--- config.mk ---
export PLATFORM = sky130hd
export DESIGN_NAME = rc_receiver_frame_decoder
export DESIGN_NICKNAME = d
export VERILOG_FILES = /design/src/design/rcfd_pkg.sv /design/src/design/rcfd_front.sv /design/src/design/rcfd_queue.sv /design/src/design/rcfd_back.sv /design/src/design/rc_receiver_frame_decoder.sv
export SDC_FILE = /design/constraint.sdc
export NUM_CORES = 1
export LEC_CHECK = 0
export BUFFER_PORTS_ARGS = -buffer_cell sky130_fd_sc_hd__buf_2
export CORE_ASPECT_RATIO = 1.75
export CORE_UTILIZATION = 40
export DETAILED_ROUTE_END_ITERATION = 8
export PLACE_DENSITY = 0.53
export SLEW_MARGIN = 15
export SYNTH_ARGS = -nofsm -noshare
export SYNTH_HDL_FRONTEND = slang
export SYNTH_SLANG_ARGS = --single-unit
--- constraint.sdc ---
create_clock -name i_clk -period 10.14 [get_ports i_clk]
set_input_delay 1.014 -clock i_clk [delete_from_list [all_inputs] [get_ports i_clk]]
set_output_delay 1.014 -clock i_clk [all_outputs]
set_load 0.01 [all_outputs]
--- src/design/rcfd_pkg.sv ---
package rcfd_pkg;

    // Frame geometry
    localparam int FRAME_BYTES  = 18;
    localparam int COUNT_W      = $clog2(FRAME_BYTES + 2);
    localparam int QUEUE_DEPTH  = 2;

    // Wheel offset (sticks use the same offset through center11)
    localparam logic [15:0] CHANNEL_OFFSET = 16'd1024;

    // Input beat kinds
    localparam logic [1:0] KIND_BYTE      = 2'd0;
    localparam logic [1:0] KIND_FRAME_END = 2'd1;
    localparam logic [1:0] KIND_TICK      = 2'd2;

    // Result status codes
    localparam logic [1:0] ST_ACCEPTED  = 2'd0;
    localparam logic [1:0] ST_BAD_LEN   = 2'd1;
    localparam logic [1:0] ST_RANGE     = 2'd2;
    localparam logic [1:0] ST_OFFLINE   = 2'd3;

    // Queue operations
    localparam logic OP_FRAME = 1'b0;
    localparam logic OP_TICK  = 1'b1;

    // Configuration register indexes
    localparam logic REG_CHANNEL_LIMIT = 1'b0;
    localparam logic REG_OFFLINE_TICKS = 1'b1;

    localparam logic [10:0] CHANNEL_LIMIT_RESET = 11'd660;
    localparam logic [15:0] OFFLINE_TICKS_RESET = 16'd100;

    typedef logic [7:0] t_byte;

    typedef struct packed {
        logic signed [10:0] ch_a;
        logic signed [10:0] ch_b;
        logic signed [10:0] ch_c;
        logic signed [10:0] ch_d;
        logic signed [11:0] wheel;
        logic        [3:0]  switches;
        logic signed [15:0] mouse_x;
        logic signed [15:0] mouse_y;
        logic signed [15:0] mouse_z;
        logic        [1:0]  buttons;
        logic        [15:0] keys;
    } t_record;

    typedef struct packed {
        logic        op;
        logic [1:0]  status;
        t_record     rec;
    } t_cmd;

    typedef struct packed {
        logic [10:0] channel_limit;
        logic [15:0] offline_ticks;
    } t_cfg;

    // True when v lies within +-lim
    function automatic logic in_limit(input logic signed [15:0] v, input logic [10:0] lim);
        logic signed [16:0] v_s;
        logic signed [16:0] lim_s;
        v_s   = 17'(v);
        lim_s = signed'({6'b0, lim});
        return (v_s <= lim_s) && (v_s >= -lim_s);
    endfunction

    // Offset-binary 11-bit raw value to centered signed value
    function automatic logic signed [10:0] center11(input logic [10:0] raw);
        return signed'({~raw[10], raw[9:0]});
    endfunction

endpackage

--- src/design/rcfd_front.sv ---
module rcfd_front
    import rcfd_pkg::*;
(
    input  logic        i_clk,
    input  logic        i_rst_n,
    input  logic        i_valid,
    output logic        o_ready,
    input  logic [1:0]  i_kind,
    input  logic [7:0]  i_data,
    input  t_cfg        i_cfg,
    input  logic        i_q_full,
    output logic        o_push,
    output t_cmd        o_cmd
);

    logic [COUNT_W-1:0] r_count;
    logic [COUNT_W-1:0] n_count;
    t_byte              r_frame [FRAME_BYTES];

    logic        accept;
    logic [15:0] wheel16;
    t_record     dec;
    logic        range_ok;

    assign o_ready = !i_q_full;
    assign accept  = i_valid && o_ready;

    // Byte collection; drop bytes past the frame and pin the count past it
    always_comb begin
        n_count = r_count;
        if (accept) begin
            if (i_kind == KIND_BYTE) begin
                if (r_count < COUNT_W'(FRAME_BYTES)) begin
                    n_count = r_count + COUNT_W'(1);
                end else begin
                    n_count = COUNT_W'(FRAME_BYTES + 1);
                end
            end else if (i_kind == KIND_FRAME_END) begin
                n_count = '0;
            end
        end
    end

    always_ff @(posedge i_clk) begin
        if (!i_rst_n) begin
            r_count <= '0;
        end else begin
            r_count <= n_count;
        end
    end

    always_ff @(posedge i_clk) begin
        if (accept && i_kind == KIND_BYTE && r_count < COUNT_W'(FRAME_BYTES)) begin
            r_frame[r_count[COUNT_W-1:0]] <= i_data;
        end
    end

    // Unpack the buffered frame
    always_comb begin
        wheel16      = {r_frame[17], r_frame[16]} - CHANNEL_OFFSET;
        dec.ch_a     = center11({r_frame[1][2:0], r_frame[0]});
        dec.ch_b     = center11({r_frame[2][5:0], r_frame[1][7:3]});
        dec.ch_c     = center11({r_frame[4][0], r_frame[3], r_frame[2][7:6]});
        dec.ch_d     = center11({r_frame[5][3:0], r_frame[4][7:1]});
        dec.wheel    = signed'(wheel16[11:0]);
        dec.switches = r_frame[5][7:4];
        dec.mouse_x  = signed'({r_frame[7], r_frame[6]});
        dec.mouse_y  = signed'({r_frame[9], r_frame[8]});
        dec.mouse_z  = signed'({r_frame[11], r_frame[10]});
        dec.buttons  = {r_frame[13][0], r_frame[12][0]};
        dec.keys     = {r_frame[15], r_frame[14]};

        range_ok = in_limit(16'(dec.ch_a), i_cfg.channel_limit)
                && in_limit(16'(dec.ch_b), i_cfg.channel_limit)
                && in_limit(16'(dec.ch_c), i_cfg.channel_limit)
                && in_limit(16'(dec.ch_d), i_cfg.channel_limit)
                && in_limit(signed'(wheel16), i_cfg.channel_limit)
                && (dec.switches[3:2] != 2'b00)
                && (dec.switches[1:0] != 2'b00)
                && (r_frame[12] <= 8'd1)
                && (r_frame[13] <= 8'd1);
    end

    // Classify frame ends and ticks into queue commands
    always_comb begin
        o_push     = accept && (i_kind == KIND_FRAME_END || i_kind == KIND_TICK);
        o_cmd.op   = (i_kind == KIND_TICK) ? OP_TICK : OP_FRAME;
        o_cmd.rec  = dec;
        if (r_count != COUNT_W'(FRAME_BYTES)) begin
            o_cmd.status = ST_BAD_LEN;
        end else if (!range_ok) begin
            o_cmd.status = ST_RANGE;
        end else begin
            o_cmd.status = ST_ACCEPTED;
        end
    end

endmodule

--- src/design/rcfd_queue.sv ---
module rcfd_queue
    import rcfd_pkg::*;
#(
    parameter int DEPTH = QUEUE_DEPTH
)(
    input  logic  i_clk,
    input  logic  i_rst_n,
    input  logic  i_push,
    input  t_cmd  i_cmd,
    output logic  o_full,
    output logic  o_valid,
    input  logic  i_pop,
    output t_cmd  o_cmd
);

    localparam int PTR_W = (DEPTH > 1) ? $clog2(DEPTH) : 1;
    localparam int CNT_W = $clog2(DEPTH + 1);

    t_cmd             r_mem [DEPTH];
    logic [PTR_W-1:0] r_wr_ptr;
    logic [PTR_W-1:0] r_rd_ptr;
    logic [CNT_W-1:0] r_cnt;
    logic             do_push;
    logic             do_pop;

    assign o_full  = (r_cnt == CNT_W'(DEPTH));
    assign o_valid = (r_cnt != '0);
    assign o_cmd   = r_mem[r_rd_ptr];
    assign do_push = i_push && !o_full;
    assign do_pop  = i_pop && o_valid;

    always_ff @(posedge i_clk) begin
        if (do_push) begin
            r_mem[r_wr_ptr] <= i_cmd;
        end
    end

    always_ff @(posedge i_clk) begin
        if (!i_rst_n) begin
            r_wr_ptr <= '0;
            r_rd_ptr <= '0;
            r_cnt    <= '0;
        end else begin
            if (do_push) begin
                r_wr_ptr <= (r_wr_ptr == PTR_W'(DEPTH - 1)) ? '0 : r_wr_ptr + PTR_W'(1);
            end
            if (do_pop) begin
                r_rd_ptr <= (r_rd_ptr == PTR_W'(DEPTH - 1)) ? '0 : r_rd_ptr + PTR_W'(1);
            end
            if (do_push && !do_pop) begin
                r_cnt <= r_cnt + CNT_W'(1);
            end else if (do_pop && !do_push) begin
                r_cnt <= r_cnt - CNT_W'(1);
            end
        end
    end

endmodule

--- src/design/rcfd_back.sv ---
module rcfd_back
    import rcfd_pkg::*;
(
    input  logic        i_clk,
    input  logic        i_rst_n,
    input  t_cfg        i_cfg,
    input  logic        i_q_valid,
    input  t_cmd        i_cmd,
    output logic        o_pop,
    output logic        o_valid,
    input  logic        i_ready,
    output t_record     o_rec,
    output logic [1:0]  o_status
);

    t_record     r_rec;
    t_record     n_rec;
    logic        r_online;
    logic        n_online;
    logic [15:0] r_idle;
    logic [15:0] n_idle;
    logic        r_out_valid;
    logic        n_out_valid;
    t_record     r_out_rec;
    t_record     n_out_rec;
    logic [1:0]  r_out_status;
    logic [1:0]  n_out_status;

    // Pop when the output slot is free or drains this cycle
    assign o_pop = i_q_valid && (!r_out_valid || i_ready);

    always_comb begin
        n_rec        = r_rec;
        n_online     = r_online;
        n_idle       = r_idle;
        n_out_valid  = r_out_valid && !i_ready;
        n_out_rec    = r_out_rec;
        n_out_status = r_out_status;
        if (o_pop) begin
            if (i_cmd.op == OP_FRAME) begin
                if (i_cmd.status == ST_ACCEPTED) begin
                    n_rec    = i_cmd.rec;
                    n_online = 1'b1;
                    n_idle   = '0;
                end
                n_out_valid  = 1'b1;
                n_out_rec    = (i_cmd.status == ST_ACCEPTED) ? i_cmd.rec : r_rec;
                n_out_status = i_cmd.status;
            end else if (r_online) begin
                if (r_idle >= i_cfg.offline_ticks) begin
                    n_rec        = '0;
                    n_online     = 1'b0;
                    n_idle       = '0;
                    n_out_valid  = 1'b1;
                    n_out_rec    = '0;
                    n_out_status = ST_OFFLINE;
                end else begin
                    n_idle = r_idle + 16'd1;
                end
            end
        end
    end

    always_ff @(posedge i_clk) begin
        if (!i_rst_n) begin
            r_rec       <= '0;
            r_online    <= 1'b0;
            r_idle      <= '0;
            r_out_valid <= 1'b0;
        end else begin
            r_rec       <= n_rec;
            r_online    <= n_online;
            r_idle      <= n_idle;
            r_out_valid <= n_out_valid;
        end
    end

    always_ff @(posedge i_clk) begin
        r_out_rec    <= n_out_rec;
        r_out_status <= n_out_status;
    end

    assign o_valid  = r_out_valid;
    assign o_rec    = r_out_rec;
    assign o_status = r_out_status;

endmodule

--- src/design/rc_receiver_frame_decoder.sv ---
// Channel   Direction  Beat contents
// s_axis    in         tuser[1:0] kind; tdata[7:0] data_byte
// m_axis    out        tuser[1:0] status; tdata[125:0] held record (see port)
// apb       in/out     0x0 channel_limit[10:0], 0x4 offline_ticks[15:0]
//
// One input beat is taken every cycle while the command queue has room.
// A frame end passes the command queue and then the result register; a tick gives a
// result only on going offline. One queued command drains per cycle unless m_axis stalls.
// Reset (synchronous, active low) clears the byte count, held record, link state,
// queue and output valid; configuration returns to 660 and 100.
// A stalled output holds the result; the queue then fills and s_axis tready drops.
module rc_receiver_frame_decoder
    import rcfd_pkg::*;
#(
    parameter int Q_DEPTH = QUEUE_DEPTH
)(
    input  logic         i_clk,
    input  logic         i_rst_n,
    // input beats
    input  logic         i_s_axis_tvalid,
    output logic         o_s_axis_tready,
    input  logic [7:0]   i_s_axis_tdata,   // [7:0] data_byte
    input  logic [1:0]   i_s_axis_tuser,   // [1:0] kind
    // result beats
    output logic         o_m_axis_tvalid,
    input  logic         i_m_axis_tready,
    // [10:0] channel_a, [21:11] channel_b, [32:22] channel_c, [43:33] channel_d,
    // [55:44] wheel_value, [59:56] switches, [75:60] mouse_x, [91:76] mouse_y,
    // [107:92] mouse_z, [109:108] mouse_buttons, [125:110] key_mask, [127:126] zero
    output logic [127:0] o_m_axis_tdata,
    output logic [1:0]   o_m_axis_tuser,   // [1:0] status
    // configuration
    input  logic         psel,
    input  logic         penable,
    input  logic         pwrite,
    input  logic [2:0]   paddr,
    input  logic [31:0]  pwdata,
    output logic [31:0]  prdata,
    output logic         pready
);

    t_cfg        r_cfg;
    t_cmd        front_cmd;
    t_cmd        queue_cmd;
    logic        push;
    logic        q_full;
    logic        q_valid;
    logic        pop;
    t_record     out_rec;
    logic [1:0]  out_status;
    logic        reg_sel;

    // Configuration: register index is the word address
    assign pready  = 1'b1;
    assign reg_sel = paddr[2];

    always_ff @(posedge i_clk) begin
        if (!i_rst_n) begin
            r_cfg.channel_limit <= CHANNEL_LIMIT_RESET;
            r_cfg.offline_ticks <= OFFLINE_TICKS_RESET;
        end else if (psel && penable && pwrite && pready) begin
            case (reg_sel)
                REG_CHANNEL_LIMIT: r_cfg.channel_limit <= pwdata[10:0];
                REG_OFFLINE_TICKS: r_cfg.offline_ticks <= pwdata[15:0];
                default: ;
            endcase
        end
    end

    always_comb begin
        case (reg_sel)
            REG_CHANNEL_LIMIT: prdata = {21'b0, r_cfg.channel_limit};
            REG_OFFLINE_TICKS: prdata = {16'b0, r_cfg.offline_ticks};
            default:           prdata = '0;
        endcase
    end

    // Front: collect bytes, decode and check frames, queue frame ends and ticks
    rcfd_front u_front (
        .i_clk    (i_clk),
        .i_rst_n  (i_rst_n),
        .i_valid  (i_s_axis_tvalid),
        .o_ready  (o_s_axis_tready),
        .i_kind   (i_s_axis_tuser),
        .i_data   (i_s_axis_tdata),
        .i_cfg    (r_cfg),
        .i_q_full (q_full),
        .o_push   (push),
        .o_cmd    (front_cmd)
    );

    rcfd_queue #(
        .DEPTH (Q_DEPTH)
    ) u_queue (
        .i_clk   (i_clk),
        .i_rst_n (i_rst_n),
        .i_push  (push),
        .i_cmd   (front_cmd),
        .o_full  (q_full),
        .o_valid (q_valid),
        .i_pop   (pop),
        .o_cmd   (queue_cmd)
    );

    // Back: hold the record, age the link, register results
    rcfd_back u_back (
        .i_clk     (i_clk),
        .i_rst_n   (i_rst_n),
        .i_cfg     (r_cfg),
        .i_q_valid (q_valid),
        .i_cmd     (queue_cmd),
        .o_pop     (pop),
        .o_valid   (o_m_axis_tvalid),
        .i_ready   (i_m_axis_tready),
        .o_rec     (out_rec),
        .o_status  (out_status)
    );

    assign o_m_axis_tdata = {2'b00,
                             out_rec.keys,
                             out_rec.buttons,
                             out_rec.mouse_z,
                             out_rec.mouse_y,
                             out_rec.mouse_x,
                             out_rec.switches,
                             out_rec.wheel,
                             out_rec.ch_d,
                             out_rec.ch_c,
                             out_rec.ch_b,
                             out_rec.ch_a};
    assign o_m_axis_tuser = out_status;

endmodule
Yosys cells after proc, flatten, opt, wreduce, memory -nomap -nowiden
Memories as Yosys holds them, arrays and structs flattened. A register that Yosys moved wholly into a read port is not among the register bits.
Index checks and enable logic that the tools add are counted.
{ "classes": {"addsub": 8, "order_cmp": 14, "n_eq_ne": 6, "muxes": 36, "bitwise_logic": 5, "reduce_logical": 46} }
{ "op_table": {"columns": ["operator", "n"], "rows": [
  ["two-way mux 126 bit", 4],
  [">= comparator 11 x 17 -> 1 bit", 4],
  ["two-way mux 16 bit", 4],
  ["case mux 32 bit (2 select lines)", 1],
  ["less-or-equal comparator 11 x 12 -> 1 bit", 4],
  ["logical AND 1 bit", 25],
  [">= comparator 16 x 17 -> 1 bit", 1],
  ["two-way mux 1 bit", 17],
  ["negator 11 -> 17 bit", 1],
  ["adder 16 x 1 -> 16 bit, second input constant", 1],
  [">= comparator 16 bit", 1],
  ["less-or-equal comparator 16 x 12 -> 1 bit", 1],
  ["less-or-equal comparator 8 x 1 -> 1 bit, second input constant", 2],
  ["subtractor 16 x 11 -> 16 bit, second input constant", 1],
  ["two-way mux 5 bit", 3],
  ["two-way mux 2 bit", 7],
  ["nonzero test 2 bit", 6],
  ["AND reduction 2 bit", 4],
  ["AND reduction 3 bit", 2],
  ["adder 5 x 1 -> 5 bit, second input constant", 1],
  ["zero test 1 bit", 5],
  ["< comparator 5 bit, second input constant", 1],
  ["inequality test 5 bit, second input constant", 1],
  ["inverter 1 bit", 5],
  ["8 further kinds", 13]
]} }
{ "word_totals": {"ff_bits": 308, "ramBits": 402, "input_bits": 52, "elab_cells": 149, "n_memories": 2} }
{ "memory_table": {"columns": ["name", "depth", "word_bits", "rd", "rd_clocked_by_memory_dff", "write_ports", "line", "text"], "rows": [
  ["u_queue.r_mem", 2, 129, 1, 1, 1, "rcfd_queue.sv:19", "t_cmd r_mem [DEPTH];"],
  ["u_front.r_frame", 18, 8, 18, 0, 1, "rcfd_front.sv:18", "t_byte r_frame [FRAME_BYTES];"]
]} }

Longest topological paths before layout
An unclocked memory read counts as a cell.
{ "depth": {"word_depth": 14, "ltp_mapped": 15, "ltp_nobuf": 14} }

Cells and area by module
A second synthesis with hierarchy kept.
{ "unflattened": {"hier_cells": 2239, "hier_area_um2": 30630.6} }
{ "by_module_without_submodules": {"columns": ["mod", "n_inst", "cells_each", "area_each_um2", "seq_area_each_um2"], "rows": [
  ["rcfd_back", 1, 985, 11292.1, 6726.5],
  ["rcfd_queue", 1, 426, 9540.4, 7847.5],
  ["rcfd_front", 1, 676, 8356.8, 4424.2],
  ["rc_receiver_frame_decoder", 1, 152, 1441.4, 540.5]
]} }

Worst setup path after synthesis
Ideal clock, no wire load.
{ "synth_timing": {"path_kind": "input-to-reg", "from": "input i_m_axis_tready", "to": "register u_back.r_out_rec, in the netlist u_back.o_rec[0], enable pin", "setup_ns": 0.657, "arrival_ns": 7.867, "slack_ns": 1.616, "path_stages": 5, "n_path_buf": 1, "cell_sequence": "nor2b_1 -> nor2_1 -> clkinv_1 -> clkbuf_1 -> a21oi_1"} }
{ "synth_via": {"elab_chain_len": 3} }
{ "synth_lines": {"columns": ["element", "line", "text"], "rows": [
  ["start, declared", "rc_receiver_frame_decoder.sv:26", "input logic i_m_axis_tready,"],
  ["logical OR 1 bit", "rcfd_back.sv:30", "assign o_pop = i_q_valid && (!r_out_valid || i_ready);"],
  ["logical AND 1 bit", "rcfd_back.sv:30", null],
  ["AND reduction 3 bit (no source line)", null, null],
  ["end signal, assigned", "rcfd_back.sv:79", "r_out_rec <= n_out_rec;"],
  ["end, declared", "rcfd_back.sv:24", "t_record r_out_rec;"]
]} }
Every way passes these cells.
A chain may end at the register's enable or synchronous reset.

==> flow_summary.json <==
{
  "worst_hold_slack_ns": 0.441,
  "ys_warn_count": 0,
  "cp_cell_sequence": "inv_1 -> ha_1 -> or4b_1 -> nor4_4 -> ha_1 -> nor2b_1 -> or4_1 -> a2111oi_0 -> o2111ai_1 -> a2111oi_2 -> o211ai_1 -> nor4_2 -> a21oi_1",
  "finalSetupViolations": 0,
  "post-cts-setup-buffers": 0,
  "status": "complete, no violations",
  "ctsLongestPathBuffers": 3,
  "final_nets": 2983,
  "fin_crit_ns": 5.10,
  "cpMostUsedCell": "ha_1",
  "port_buffers": 179,
  "start_util_pct": 40.4,
  "critPathArrivalTime_ns": 5.40,
  "antennaDiodeCount": 0,
  "ys_seq_area_share_pct": 62.5,
  "crit_end": "u_queue.r_mem[0][127]$_DFFE_PP_",
  "grt_use_total_pct": 20.3,
  "critPathLaunch": "r_cfg[17]$_SDFFE_PN0P_",
  "grt_pass1_wl_mm": 122,
  "area_growth_syn_to_layout_pct": 12.4,
  "finalCritPeriodShare_pct": 50.3,
  "clock_latency_ns": 0.60,
  "clockPowerShare_pct": 35.6,
  "nFillCells": 7190,
  "leakagePower_nw": 12.3,
  "slew_viol_final": 0,
  "rsz0062_at_grt": "false",
  "synthFlopType": "edfxtp_1",
  "pwr-share-comb_pct": 14.7,
  "p_int_w": 0.00507,
  "drc": 0,
  "seqPwrFrac_pct": 49.8,
  "synth_area_per_cell_um2": 11.7,
  "grt-ovfl-total": 0,
  "cts-buffers-inserted": 68,
  "reg2reg_from": "r_cfg[17]$_SDFFE_PN0P_",
  "root_buffer": "clkbuf_16",
  "power-per-cell-area_mw_per_mm2": 199,
  "cts_tree": "built",
  "routedWlPerCell_um": 20.9,
  "netlist_area_mm2": 0.0312,
  "vias_per_cell": 5.52,
  "rows": 135,
  "ir_drop_uv": 115,
  "clkTransAtPathRegs_ns": 0.07,
  "swShare_pct": 27.6,
  "synth.distinct_cells": 79,
  "num_vias": 21266,
  "cp-start-kind": "flop",
  "synth_edf_count": 530,
  "relSlewSlack_pct": 20.7,
  "reg2reg_slack_ns": 5.04,
  "grt_start_max_net_pins": 187,
  "ys_ff_latch": 711,
  "routed_wl_mm": 80.5,
  "dp.final_hpwl_mm": 51.3,
  "antenna_left": 0,
  "core-area_mm2": 0.0774,
  "path_class": "reg2reg",
  "worst_pin_slew_ns": 1.19,
  "worstPathRequired_ns": 10.44,
  "die_x_um": 213,
  "h-tree-depth": 3,
  "syn_inst": 2674,
  "globalplace.congestion": 0.892,
  "max_cap_violations": 0,
  "critical_path.slowest_cell": "or4b_1",
  "fmax_mhz": 196,
  "ios": 217,
  "post_cts_resized": 0,
  "critPathMaxStageDelay_ns": 0.64,
  "ys_async_sr_fraction_pct": 0,
  "die-area_mm2": 0.0793,
  "p_switching_w": 0.00193,
  "numClockSinks": 711,
  "antenna_found_initial": 1,
  "r2r_end": "u_queue.r_mem[0][127]$_DFFE_PP_",
  "critical_path.max_fanout": 7,
  "grt_pass1_vias": 20621,
  "hold_class": "reg2reg",
  "drtIter0Drc": 1347,
  "drive_gt1_share_pct": 11.9,
  "hold_violations": 0,
  "endpoint_kind": "flop",
  "clock_skew_ns": 0.0174,
  "firstDrtPassIters": 5,
  "fp.dieH_um": 372,
  "ff2ff_path_depth": 13,
  "fin_setup_tns_ns": 0,
  "hold_buffers": 0
}
[worst min path at each step]
stage / cells past startpoint / from / slack [ns] / end
6_report: 0 / u_front.r_frame[11][0]$_DFFE_PP_ / 0.44 / u_queue.r_mem[1][26]$_DFFE_PP_
3_5_place_dp: 0 / u_front.r_frame[6][6]$_DFFE_PP_ / 0.43 / u_queue.r_mem[1][56]$_DFFE_PP_
3_3_place_gp: 0 / u_front.r_frame[9][5]$_DFFE_PP_ / 0.42 / u_queue.r_mem[1][47]$_DFFE_PP_
2_1_floorplan: 0 / u_front.r_frame[14][0]$_DFFE_PP_ / 0.42 / u_queue.r_mem[0][0]$_DFFE_PP_
5_1_grt: 0 / u_front.r_frame[6][4]$_DFFE_PP_ / 0.45 / u_queue.r_mem[1][54]$_DFFE_PP_
4_1_cts: 0 / u_front.r_frame[6][6]$_DFFE_PP_ / 0.44 / u_queue.r_mem[0][56]$_DFFE_PP_
[power by group through the flow]
stage | Sequential (W) | Clock (W) | Combinational (W)
3_3_place_gp | 0.00355 | 0 | 0.00101
2_1_floorplan | 0.00362 | 0 | 0.000609
3_5_place_dp | 0.00355 | 0 | 0.00103
6_report | 0.00348 | 0.00249 | 0.00103
4_1_cts | 0.00349 | 0.00256 | 0.00103
5_1_grt | 0.00350 | 0.00267 | 0.00112
[per-layer routing]
layer,GRT usage [%],vias to the layer above,share of wire [%]
li1,-,10112,-
met1,24.1,10325,40
met2,35.6,650,51
met3,2.96,179,4.8
met4,9.89,0,4.3
met5,0,-,0
[cells in the final DEF (no fill, tap or decap), types with 6 or more instances in the layout]
cell type,instances
a21o_1,17
nand3_1,162
nor4_1,11
nor2b_1,16
a21boi_0,24
clkbuf_16,70
edfxtp_1,530
o21ai_0,167
nand4_1,20
conb_1,19
and3_1,9
mux2i_1,129
ha_1,153
nor3_1,142
buf_4,30
nand2b_1,14
dfxtp_1,180
a211oi_1,6
clkbuf_1,11
nand2_1,106
nor2_1,318
a31oi_1,130
inv_1,52
and2_1,9
xor2_1,13
a21oi_1,162
buf_2,178
o211ai_1,14
clkinv_2,13
clkinv_1,12
xnor2_1,13
[cell families (layout without fill, tap and decap cells)]
group           count (synthesis)  after routing  synth area share [%]
other cells                     2             19                0.0240
flops                         711            711                  62.5
mux                           130            130                  4.17
buf+inv                       247            385                  3.36
simple gates                  836            836                  12.3
fa+ha+maj                     156            156                  6.23
compound gates                566            566                  10.7
xor+xnor                       26             26                 0.729
[worst max-delay path: cells and delay by family (launching register included)]
family	cells	cell delay, ns
flops	1	0.32
compound gates	5	1.35
fa+ha+maj	2	0.54
buf+inv	1	0.44
simple gates	5	2.14
[Yosys cell counts (3+ instances only)]
master     count  share of area (%)
a2111oi_0      3              0.084
a211o_1        3              0.084
a211oi_1       6               0.14
a21boi_0      24               0.58
a21o_1        17               0.41
a21oi_1      163                2.6
a22oi_1        3              0.072
a31oi_1      130                2.6
and2_1         9               0.18
and3_1        10               0.20
and4_1         3              0.084
buf_1         11               0.13
buf_2          3              0.048
buf_4         19               0.46
clkbuf_1     156                1.9
dfxtp_1      181                 12
edfxtp_1     530                 51
ha_1         153                6.1
inv_1         52               0.62
mux2i_1      129                4.1
nand2_1      107                1.3
nand2b_1      14               0.28
nand3_1      162                2.6
nand4_1       20               0.40
nor2_1       320                3.8
nor2b_1       17               0.34
nor3_1       142                2.3
nor4_1        11               0.22
o2111a_1       3               0.11
o2111ai_1      3              0.084
o211ai_1      14               0.34
o21a_1         4              0.096
o21ai_0      167                2.7
or3_1          3              0.060
or4_1          4              0.096
xnor2_1       13               0.36
xor2_1        13               0.36
[flip-flops by register name (all words and copies together), names as in the netlist, named ones only]
signal            flops
u_front.r_frame     144
u_back.o_status       2
u_back.o_rec        126
u_back.r_idle        16
r_cfg                27
u_back.r_online       1
u_back.o_valid        1
u_queue.r_wr_ptr      1
u_queue.r_mem       258
u_front.r_count       5
u_back.r_rec        126
u_queue.r_rd_ptr      1
u_queue.r_cnt         2
[stage by stage]
| step | util [%] | cells | setup WS (ns) | area (um^2) | power [W] |
|---|---|---|---|---|---|
| 2_1_floorplan | - | 2691 | 1.62 | 31300 | 0.00423 |
| 3_3_place_gp | 42.6 | 3734 | 5.10 | 33000 | 0.00456 |
| 3_5_place_dp | 42.6 | 3734 | 5.05 | 33000 | 0.00458 |
| 4_1_cts | 45.4 | 3855 | 5.03 | 35100 | 0.00708 |
| 5_1_grt | 45.4 | 3856 | 4.85 | 35100 | 0.00729 |
| 6_report | 45.4 | 3856 | 5.04 | 35100 | 0.00700 |
[area by class of cell]
type / count / area [um^2] / share of cell area [%]
inverter: 53 / 201 / 0.574
multi-input combinational: 1733 / 10800 / 30.7
clock buffer: 85 / 1850 / 5.26
clock inverter: 36 / 292 / 0.830
sequential: 711 / 19500 / 55.6
timing repair buffer: 211 / 1180 / 3.35
tap: 1027 / 1280 / 3.66
No activity file was read; power rests on OpenSTA's default activity.
